**src/rtl/u8u16_pkg.sv**
```systemverilog
// Shared types and constants for the UTF-8 to UTF-16 decoder.
package u8u16_pkg;

    localparam logic [7:0] CONT_MASK  = 8'b1100_0000;
    localparam logic [7:0] CONT_TAG   = 8'b1000_0000;
    localparam logic [7:0] LEAD2_MASK = 8'b1110_0000;
    localparam logic [7:0] LEAD2_TAG  = 8'b1100_0000;
    localparam logic [7:0] LEAD3_MASK = 8'b1111_0000;
    localparam logic [7:0] LEAD3_TAG  = 8'b1110_0000;

    localparam logic [15:0] MAX_COUNT_RESET = 16'hFFFF;

    localparam int ADDR_W = 3;
    localparam logic REG_MAX_COUNT = 1'b0;

    localparam int FIFO_DEPTH = 4;
    localparam int FIFO_AW    = $clog2(FIFO_DEPTH);
    localparam int FIFO_CW    = $clog2(FIFO_DEPTH + 1);

    typedef struct packed {
        logic [15:0] code_unit;
        logic        is_end;
    } result_t;

    typedef struct packed {
        logic    wr0;
        logic    wr1;
        result_t res0;
        result_t res1;
    } dec_out_t;

endpackage

```
**src/rtl/u8u16_decode.sv**
```systemverilog
// Byte decoder: sequence state, unit count and result generation.
module u8u16_decode
    import u8u16_pkg::*;
(
    input  logic        aclk,
    input  logic        aresetn,
    input  logic        fire,
    input  logic [7:0]  data_byte,
    input  logic [15:0] max_count,
    output dec_out_t    dec_out
);

    logic [1:0]  pend_reg, pend_next;
    logic [15:0] partial_reg, partial_next;
    logic [15:0] units_reg, units_next;
    logic        full_reg, full_next;
    logic        have_unit;
    logic [15:0] unit_val;
    logic [15:0] units_inc;

    always_comb begin
        pend_next    = pend_reg;
        partial_next = partial_reg;
        units_next   = units_reg;
        full_next    = full_reg;
        have_unit    = 1'b0;
        unit_val     = 16'h0000;
        units_inc    = units_reg + 16'd1;
        dec_out      = '0;
        if (fire) begin
            if (data_byte == 8'h00) begin
                if (!full_reg) begin
                    dec_out.wr0  = 1'b1;
                    dec_out.res0 = '{code_unit: 16'h0000, is_end: 1'b1};
                end
                pend_next    = 2'd0;
                partial_next = 16'h0000;
                units_next   = 16'h0000;
                full_next    = 1'b0;
            end else if (!full_reg) begin
                if (pend_reg != 2'd0) begin
                    if ((data_byte & CONT_MASK) == CONT_TAG) begin
                        if (pend_reg == 2'd2) begin
                            partial_next = partial_reg | {4'b0, data_byte[5:0], 6'b0};
                        end else begin
                            partial_next = partial_reg | {10'b0, data_byte[5:0]};
                        end
                        pend_next = pend_reg[1] ? 2'd1 : 2'd0;
                        if (!pend_reg[1]) begin
                            unit_val     = partial_next;
                            have_unit    = 1'b1;
                            partial_next = 16'h0000;
                        end
                    end else begin
                        pend_next    = 2'd0;
                        partial_next = 16'h0000;
                    end
                end else if (data_byte[7] == 1'b0) begin
                    unit_val  = {8'h00, data_byte};
                    have_unit = 1'b1;
                end else if ((data_byte & LEAD2_MASK) == LEAD2_TAG) begin
                    partial_next = {5'b0, data_byte[4:0], 6'b0};
                    pend_next    = 2'd1;
                end else if ((data_byte & LEAD3_MASK) == LEAD3_TAG) begin
                    partial_next = {data_byte[3:0], 12'h000};
                    pend_next    = 2'd2;
                end
                if (have_unit) begin
                    dec_out.wr0  = 1'b1;
                    dec_out.res0 = '{code_unit: unit_val, is_end: 1'b0};
                    units_next   = units_inc;
                    if (units_inc >= max_count || units_inc == 16'h0000) begin
                        dec_out.wr1  = 1'b1;
                        dec_out.res1 = '{code_unit: 16'h0000, is_end: 1'b1};
                        full_next    = 1'b1;
                        pend_next    = 2'd0;
                        partial_next = 16'h0000;
                    end
                end
            end
        end
    end

    always_ff @(posedge aclk) begin
        if (!aresetn) begin
            pend_reg    <= 2'd0;
            partial_reg <= 16'h0000;
            units_reg   <= 16'h0000;
            full_reg    <= 1'b0;
        end else begin
            pend_reg    <= pend_next;
            partial_reg <= partial_next;
            units_reg   <= units_next;
            full_reg    <= full_next;
        end
    end

`ifndef NO_ASSERTIONS
    a_wr1_needs_wr0: assert property (@(posedge aclk) disable iff (!aresetn)
        dec_out.wr1 |-> (dec_out.wr0 && !dec_out.res0.is_end && dec_out.res1.is_end))
        else $error("second result without a unit first");

    a_full_clears_seq: assert property (@(posedge aclk) disable iff (!aresetn)
        full_reg |-> (pend_reg == 2'd0 && partial_reg == 16'h0000))
        else $error("partial sequence kept after termination");

    a_term_sets_full: assert property (@(posedge aclk) disable iff (!aresetn)
        (fire && data_byte != 8'h00 && dec_out.wr1) |=> full_reg)
        else $error("forced terminator did not mark string full");
`endif

endmodule

```
**src/rtl/u8u16_result_fifo.sv**
```systemverilog
// Result queue: takes up to two results a cycle, delivers one a beat while m_ready is high.
module u8u16_result_fifo
    import u8u16_pkg::*;
(
    input  logic        aclk,
    input  logic        aresetn,
    input  dec_out_t    dec_out,
    output logic        space,
    output logic        m_valid,
    input  logic        m_ready,
    output logic [15:0] m_code_unit,
    output logic        m_is_end
);

    result_t              mem_reg [FIFO_DEPTH];
    logic [FIFO_AW-1:0]   wr_ptr_reg, wr_ptr_next;
    logic [FIFO_AW-1:0]   rd_ptr_reg, rd_ptr_next;
    logic [FIFO_CW-1:0]   count_reg, count_next;
    logic [FIFO_AW-1:0]   wr_ptr_second;
    logic                 pop;

    assign pop           = m_valid && m_ready;
    assign m_valid       = (count_reg != '0);
    assign space         = (count_reg <= FIFO_CW'(FIFO_DEPTH - 2));
    assign m_code_unit   = mem_reg[rd_ptr_reg].code_unit;
    assign m_is_end      = mem_reg[rd_ptr_reg].is_end;
    assign wr_ptr_second = wr_ptr_reg + FIFO_AW'(1);

    always_comb begin
        wr_ptr_next = wr_ptr_reg + FIFO_AW'(dec_out.wr0) + FIFO_AW'(dec_out.wr1);
        rd_ptr_next = rd_ptr_reg + FIFO_AW'(pop);
        count_next  = count_reg + FIFO_CW'(dec_out.wr0) + FIFO_CW'(dec_out.wr1)
                      - FIFO_CW'(pop);
    end

    always_ff @(posedge aclk) begin
        for (int i = 0; i < FIFO_DEPTH; i++) begin
            if (dec_out.wr0 && wr_ptr_reg == FIFO_AW'(i)) begin
                mem_reg[i] <= dec_out.res0;
            end else if (dec_out.wr1 && wr_ptr_second == FIFO_AW'(i)) begin
                mem_reg[i] <= dec_out.res1;
            end
        end
    end

    always_ff @(posedge aclk) begin
        if (!aresetn) begin
            wr_ptr_reg <= '0;
            rd_ptr_reg <= '0;
            count_reg  <= '0;
        end else begin
            wr_ptr_reg <= wr_ptr_next;
            rd_ptr_reg <= rd_ptr_next;
            count_reg  <= count_next;
        end
    end

`ifndef NO_ASSERTIONS
    a_no_overflow: assert property (@(posedge aclk) disable iff (!aresetn)
        count_reg <= FIFO_CW'(FIFO_DEPTH))
        else $error("result queue overflow");

    a_push_has_room: assert property (@(posedge aclk) disable iff (!aresetn)
        dec_out.wr0 |-> space)
        else $error("results pushed without room");

    a_count_tracks: assert property (@(posedge aclk) disable iff (!aresetn)
        (pop && !dec_out.wr0) |=> (count_reg == $past(count_reg) - FIFO_CW'(1)))
        else $error("queue count lost a beat");
`endif

endmodule

```
**src/rtl/utf8_to_utf16_decoder_top.sv**
```systemverilog
// Top level: input register, APB register file, decoder and result queue.
// Path: an accepted byte is held in the input register, decoded and written into the result queue.
// Throughput: one byte per cycle while the result queue has space; a unit that reaches
// the limit also queues its terminator, and the queue delivers one result per beat.
// Reset: aresetn, synchronous, active low; clears all string state and sets
// max_count to 65535.
module utf8_to_utf16_decoder_top
    import u8u16_pkg::*;
(
    input  logic              aclk,
    input  logic              aresetn,
    input  logic              s_valid,
    output logic              s_ready,
    input  logic [7:0]        s_data_byte,
    output logic              m_valid,
    input  logic              m_ready,
    output logic [15:0]       m_code_unit,
    output logic              m_is_end,
    input  logic              psel,
    input  logic              penable,
    input  logic              pwrite,
    input  logic [ADDR_W-1:0] paddr,
    input  logic [31:0]       pwdata,
    output logic [31:0]       prdata,
    output logic              pready
);

    logic        in_valid_reg;
    logic [7:0]  in_byte_reg;
    logic [15:0] max_count_reg;
    logic        space;
    logic        fire;
    dec_out_t    dec_out;

    assign pready  = 1'b1;
    assign fire    = in_valid_reg && space;
    assign s_ready = !in_valid_reg || fire;
    assign prdata  = (paddr[2] == REG_MAX_COUNT) ? {16'h0000, max_count_reg} : 32'h0;

    always_ff @(posedge aclk) begin
        if (!aresetn) begin
            max_count_reg <= MAX_COUNT_RESET;
        end else if (psel && penable && pwrite && pready && paddr[2] == REG_MAX_COUNT) begin
            max_count_reg <= pwdata[15:0];
        end
    end

    always_ff @(posedge aclk) begin
        if (!aresetn) begin
            in_valid_reg <= 1'b0;
        end else if (s_valid && s_ready) begin
            in_valid_reg <= 1'b1;
        end else if (fire) begin
            in_valid_reg <= 1'b0;
        end
    end

    always_ff @(posedge aclk) begin
        if (s_valid && s_ready) begin
            in_byte_reg <= s_data_byte;
        end
    end

    u8u16_decode u_decode (
        .aclk      (aclk),
        .aresetn   (aresetn),
        .fire      (fire),
        .data_byte (in_byte_reg),
        .max_count (max_count_reg),
        .dec_out   (dec_out)
    );

    u8u16_result_fifo u_fifo (
        .aclk        (aclk),
        .aresetn     (aresetn),
        .dec_out     (dec_out),
        .space       (space),
        .m_valid     (m_valid),
        .m_ready     (m_ready),
        .m_code_unit (m_code_unit),
        .m_is_end    (m_is_end)
    );

endmodule
```
**config.mk**
```make
export PLATFORM = sky130hd
export DESIGN_NAME = utf8_to_utf16_decoder_top
export DESIGN_NICKNAME = d
export VERILOG_FILES = /design/src/rtl/u8u16_pkg.sv /design/src/rtl/u8u16_decode.sv /design/src/rtl/u8u16_result_fifo.sv /design/src/rtl/utf8_to_utf16_decoder_top.sv
export SDC_FILE = /design/constraint.sdc
export NUM_CORES = 1
export LEC_CHECK = 0
export BUFFER_PORTS_ARGS = -buffer_cell sky130_fd_sc_hd__buf_2
export CAP_MARGIN = 20
export CORE_MARGIN = 1.5
export CORE_UTILIZATION = 25
export DETAILED_ROUTE_END_ITERATION = 16
export PLACE_DENSITY = 0.43
export SYNTH_ARGS = -nofsm -noshare
export SYNTH_HDL_FRONTEND = slang
export SYNTH_HIERARCHICAL = 1
export SYNTH_SLANG_ARGS = --single-unit
export TNS_END_PERCENT = 100
```
**constraint.sdc**
```tcl
create_clock -name aclk -period 7.76 [get_ports aclk]
set_input_delay 1.164 -clock aclk [delete_from_list [all_inputs] [get_ports aclk]]
set_output_delay 1.164 -clock aclk [all_outputs]
set_load 0.01 [all_outputs]
```
==> qor.yml, run 1 <==
outcome:
  run_status: "complete, no violations"
synthesis:
  synth.ff_latch_count: 135
  synth_area_leaders: "edfxtp_1, dfxtp_1, mux2_2"
  synth_top_cells_by_count: "edfxtp_1, mux2_2, dfxtp_1, nor2b_1, buf_4"
  ys.flop_type: "edfxtp_1"
  yosysTopAreaCell: "edfxtp_1"
  syn_area_sq_um: 7990
  ys.warnings.count: 6
  ys_types: 69
  avgSynthCellArea_sq_um: 10.98
  synth-async-reset-ratio: 0
  synth_edf_count: 76
  synth_most_common_cell: "edfxtp_1"
  syn_inst: 728
  synth_top_cell_area_share: 0.2856
  ys_seq_area_frac: 0.4334
placement:
  postPlaceCellArea_sq_um: 8493
  dp_hpwl_mm: 12.59
  place.gp.congestion: 0.7119
  port_buffers: 66
route:
  avgViaCountPerCell: 4.497
  top_layer_used: "met4"
  wl_mm: 18.66
  drc: 0
  drtIter0Drc: 250
  drt_pass1_iterations: 4
  ant_nets: 0
  wl_met3_microns: 532
  vias: 5352
  drt-met1-wl_mm: 8.875
  met2_length_mm: 9.076
  avgRoutedWirePerCell_microns: 15.68
clock_tree:
  cts_sinks: 135
  cts_tree: "built"
  hold_buffers: 0
  h-tree-depth: 4
  clockBufferDepth: 2
  cts_resized: 0
  cts_setup_buffers: 0
  cts_made_buffers: 17
  worstSkewPairLatency_ps: 420
  clockRootBuffer: "clkbuf_16"
  clk_pin_slew_ps: 60
timing:
  setup_tns_ps: 0
  worstMarginPinSlew_ps: 1123
  hold_viol: 0
  rsz0062_at_grt: "false"
  fmax_mhz: 199.0
  slew_viol_final: 0
  fin_crit_sh: 0.6475
  setup_viol: 0
  slew_headroom: 0.2507
  final.min_clock_period_ps: 5024
  worst_clock_skew_ps: 11.71
power:
  powerDensity_nw_per_um2: 218.2
  pwr-share-clk: 0.419
  p_seq_frac: 0.412
  swShare: 0.2948
  pwr-share-comb: 0.169
  internal_power_mw: 1.402
  power_switching_mw: 0.5862
  leakagePower_nw: 3.635
  vdd_drop_max_uv: 152.0
critical_path:
  path_class: "register to register"
  cp.required_ps: 7720
  crit_path_start_kind: "register"
  arrival_ps: 4980
  cp-end-kind: "register"
  critPathMaxFanout: 18
finish:
  diodes: 0
  nets: 849
  final_util: 0.2895
  drive_above_1_share: 0.2640
  fillers: 3259
  area_growth_pct: 14.05
  design_area_sq_um: 9112
  largest_reg_flops: 68
floorplan:
  rows: 65
  core_area_sq_um: 31470
  initial_core_util: 0.2539
  io_pins: 102
  die-area_sq_um: 33040
  die_y_microns: 181.8
  die_w_microns: 181.8
min_path:
  hold_path.class: "register to register"
global_route:
  grt_max_degree: 63
  grt_usage: 0.1166
  grt_pass1_vias: 5253
  gr-total-overflow: 0
  antenna_found_initial: 0
  grt_pass1_wl_mm: 29.65
flow_run:
  max-cap-violations: 0
[path summary, 6_finish.rpt]
check / start / cells past startpoint / end / slack (ps)
min: u_decode/partial_reg[13] / 2 / u_decode/partial_reg[13] / 470
max: u_decode/units_reg[0] / 14 / u_fifo/mem_reg[2][5] / 2740
min reg2reg: u_decode/partial_reg[13] / 2 / u_decode/partial_reg[13] / 470
max reg2reg: u_decode/units_reg[0] / 14 / u_fifo/mem_reg[2][5] / 2740
[power groups by stage]
stage / clock (mW) / sequential, mW / combinational [mW]
CTS: 0.856 / 0.820 / 0.345
global placement: 0 / 0.836 / 0.343
floorplan: 0 / 0.814 / 0.264
finish: 0.833 / 0.819 / 0.337
global route: 0.888 / 0.825 / 0.378
detailed placement: 0 / 0.836 / 0.342
[per-layer routing]
| layer | global-route usage | up-vias |
|---|---|---|
| li1 | - | 2690 |
| met4 | 0.03400 | 0 |
| met1 | 0.1484 | 2572 |
| met5 | 0 | - |
| met2 | 0.2002 | 77 |
| met3 | 0.02246 | 13 |
[worst max-delay path: stages, from the launching register on]
cell	delay, ps
dfxtp_1	500
ha_1	350
nand3_1	300
nor2_1	280
nand3_1	140
xnor2_1	210
ha_1	280
a21o_1	180
a21oi_1	190
o211ai_1	120
o31ai_2	720
a21oi_1	150
buf_4	240
nand3b_4	280
nand2_1	600
[cells in the final DEF, fill, tap and decap left out, drive strengths merged, types with 7 or more instances in the layout]
cell type / netlist / final
edfxtp: 76 / 76
buf: 53 / 73
mux2: 68 / 68
dfxtp: 59 / 59
nor2b: 56 / 56
inv: 35 / 41
conb: 3 / 33
a21oi: 28 / 28
nand2: 27 / 27
nor2: 26 / 26
and2: 24 / 24
o21ai: 23 / 23
ha: 21 / 21
mux2i: 19 / 19
clkbuf: 22 / 17
mux4: 17 / 17
nand3: 14 / 14
a22oi: 13 / 13
xnor2: 10 / 10
nor3: 10 / 10
xor2: 9 / 9
a21boi: 9 / 9
nand3b: 8 / 8
o31ai: 8 / 8
and3: 7 / 7
nand4: 7 / 7
o2111ai: 7 / 7
o211ai: 7 / 7
[cells by family (layout without fill, tap and decap cells)]
| logic type | count (synthesis) | in the layout | synth area share |
|---|---|---|---|
| AND/OR/NAND/NOR | 218 | 218 | 0.1627 |
| flip-flops | 135 | 135 | 0.4334 |
| AO/OA/AOI/OAI | 115 | 115 | 0.09552 |
| buffers and inverters | 110 | 140 | 0.07814 |
| multiplexers | 104 | 104 | 0.1676 |
| adder cells (fa/ha/maj) | 24 | 24 | 0.04040 |
| XOR/XNOR | 19 | 19 | 0.02083 |
| other | 3 | 33 | 0.001409 |
[metrics by stage]
step | setup WS, ps | cells | hold WS [ps] | total power, mW
5_1_grt | 2119 | 1190 | 509.0 | 2.090
2_1_floorplan | 3534 | 758 | 445.6 | 1.078
3_3_place_gp | 2599 | 1157 | 471.2 | 1.179
3_5_place_dp | 2570 | 1157 | 468.5 | 1.178
6_report | 2736 | 1190 | 472.4 | 1.988
4_1_cts | 2574 | 1189 | 477.1 | 2.021
[area by class of cell]
class	count	area, sq um	area share
Multi-Input combinational cell	513	4020	0.4412
Sequential cell	135	3463	0.3801
Tap cell	402	503.0	0.05520
Clock buffer	17	425.4	0.04668
Timing Repair Buffer	73	382.9	0.04202
Clock inverter	15	186.4	0.02046
Inverter	35	131.4	0.01442
Power figures use the tool's default switching activity.
==> run 2: changes to the inputs <==
==> constraint.sdc (replaced) <==
create_clock -name aclk -period 5.15 [get_ports aclk]
set_input_delay 0.7725 -clock aclk [delete_from_list [all_inputs] [get_ports aclk]]
set_output_delay 0.7725 -clock aclk [all_outputs]
set_load 0.01 [all_outputs]
==> run 2 against run 1 <==
Compared with the run above:
- critical path depth decreased by 2
- count of clock-buffer cells in the layout unchanged
- flip-flop and latch count unchanged
- highest routed layer unchanged
==> qor.yml, run 2 (synthesized netlist as in run 1, its figures left out) <==
global_route:
  antenna_found_initial: 0  # unchanged
  met3_usage: 0.02547  # was 0.02246
  grt.met1_usage: 0.1497  # was 0.1484
  grt_pass1_vias: 5316  # was 5253
  grt_max_degree: 58  # was 63
  grt_usage: 0.1191  # was 0.1166
  grt_pass1_wl_mm: 30.25  # was 29.65 mm
  gr-total-overflow: 0  # unchanged
  busiest_layer: "met2"  # unchanged
  grt_use_met2: 0.2066  # was 0.2002
timing:
  setup_viol: 0  # unchanged
  slew_viol_final: 0  # unchanged
  fmax_mhz: 227.4  # was 199.0 MHz
  setup_tns_ps: 0  # unchanged
  worstMarginPinSlew_ps: 1034  # was 1123 ps
  worst_clock_skew_ps: 18.67  # was 11.71 ps
  final.min_clock_period_ps: 4398  # was 5024 ps
  hold_viol: 0  # unchanged
  worst_slack_ps: 752.2  # was 2736 ps
  fin_crit_sh: 0.8539  # was 0.6475
  rsz0062_at_grt: "false"  # unchanged
  slew_headroom: 0.3100  # was 0.2507
clock_tree:
  worstSkewPairLatency_ps: 420  # about the same
  cts_made_buffers: 17  # unchanged
  clockBufferDepth: 2  # unchanged
  cts_setup_buffers: 0  # unchanged
  clockRootBuffer: "clkbuf_16"  # unchanged
  h-tree-depth: 4  # unchanged
  hold_buffers: 0  # unchanged
  cts_resized: 0  # unchanged
  cts_tree: "built"  # unchanged
  clk_pin_slew_ps: 70  # was 60 ps
  cts_sinks: 135  # unchanged
finish:
  diodes: 0  # unchanged
  final_util: 0.2897  # was 0.2895
  final_cell_mix: "edfxtp_1, mux2_2, buf_2"  # unchanged
  fillers: 3293  # was 3259
  regArea_sq_um: 3463  # unchanged
  nets: 855  # was 849
  largest_reg_flops: 68  # unchanged
  multi_input_area_sq_um: 4020  # unchanged
  drive_above_1_share: 0.2695  # was 0.2640
  area_growth_pct: 14.12  # was 14.05%
  layout_commonest_cell: "edfxtp_1"  # unchanged
placement:
  port_buffers: 66  # unchanged
  dp_slack_ps: 698.3  # was 2570 ps
  dp_hpwl_mm: 12.83  # was 12.59 mm
  place.gp.congestion: 0.7336  # was 0.7119
floorplan:
  die_y_microns: 181.8  # unchanged
  initial_core_util: 0.2539  # unchanged
  die-area_sq_um: 33040  # unchanged
  rows: 65  # unchanged
  core_area_sq_um: 31470  # unchanged
  die_w_microns: 181.8  # unchanged
  io_pins: 102  # unchanged
route:
  vias: 5281  # was 5352
  wl_mm: 18.82  # was 18.66 mm
  drc: 0  # unchanged
  avgViaCountPerCell: 4.416  # was 4.497
  drtIter0Drc: 262  # was 250
  drt_pass1_iterations: 4  # unchanged
  avgRoutedWirePerCell_microns: 15.73  # was 15.68 microns
  ant_nets: 0  # unchanged
critical_path:
  path_class: "register to register"  # unchanged
  arrival_ps: 4570  # was 4980 ps
  crit_path_start_kind: "register"  # unchanged
  cp.required_ps: 5320  # was 7720 ps
  critPathMaxFanout: 11  # was 18
  cp-end-kind: "register"  # unchanged
power:
  leakagePower_nw: 3.649  # was 3.635 nW
  vdd_drop_max_uv: 218.5  # was 152.0 uV
  powerDensity_nw_per_um2: 321.6  # was 218.2 nW/um^2
outcome:
  run_status: "complete, no violations"  # unchanged
flow_run:
  max-cap-violations: 0  # unchanged
min_path:
  hold_path.class: "register to register"  # unchanged
-- run 2: cell count changes in the layout (fill, tap and decap cells not counted), sizes merged --
cell | before | now
buf | 73 | 79
bufinv | 1 | 0
inv | 41 | 44
clkinv | 5 | 3
-- run 2: final timing paths --
check                          startpoint                       to  slack (ps)  cells after the start
setup reg to reg    u_decode/units_reg[0]    u_fifo/mem_reg[0][10]         750                     12
hold reg to reg   u_decode/partial_reg[2]  u_decode/partial_reg[2]         480                      2
setup / recovery    u_decode/units_reg[0]    u_fifo/mem_reg[0][10]         750                     12
hold / removal    u_decode/partial_reg[2]  u_decode/partial_reg[2]         480                      2
-- run 2: worst max-delay path: stages, from the launching register on --
cell     delay (ps)
dfxtp_1         500
ha_1            350
nand3_1         220
buf_4           220
nor4_1          330
xor2_1          220
or4b_1          710
or2_1           290
a21oi_1         160
buf_4           230
nand3_2         310
buf_4           320
mux2_2          280
-- run 2: per-stage QoR --
stage | hold slack [ps] | power [mW] | instance area (sq um) | instances
2_1_floorplan | 445.6 | 1.624 | 8103 | 758
3_3_place_gp | 468.6 | 1.777 | 8538 | 1163
3_5_place_dp | 475.5 | 1.776 | 8538 | 1163
4_1_cts | 486.2 | 2.992 | 9111 | 1195
5_1_grt | 498.7 | 3.092 | 9119 | 1196
6_report | 484.9 | 2.933 | 9119 | 1196
-- run 2: cell type report --
type                            count  area share
Clock buffer                       17     0.04665
Tap cell                          402     0.05516
Clock inverter                     15     0.01619
Multi-Input combinational cell    513      0.4409
Inverter                           35     0.01441
Sequential cell                   135      0.3798
Timing Repair Buffer               79     0.04693
-- run 2: layer usage --
layer / vias to the layer above / part of all wire
met5: - / 0
met4: 0 / 0.0050
met3: 5 / 0.027
met2: 79 / 0.50
met1: 2505 / 0.47
li1: 2692 / -
-- run 2: report_power, final --
group	switching (mW)	internal, mW
registers	0.0519	1.18
clock network	0.548	0.644
logic	0.272	0.236
total	0.872	2.06
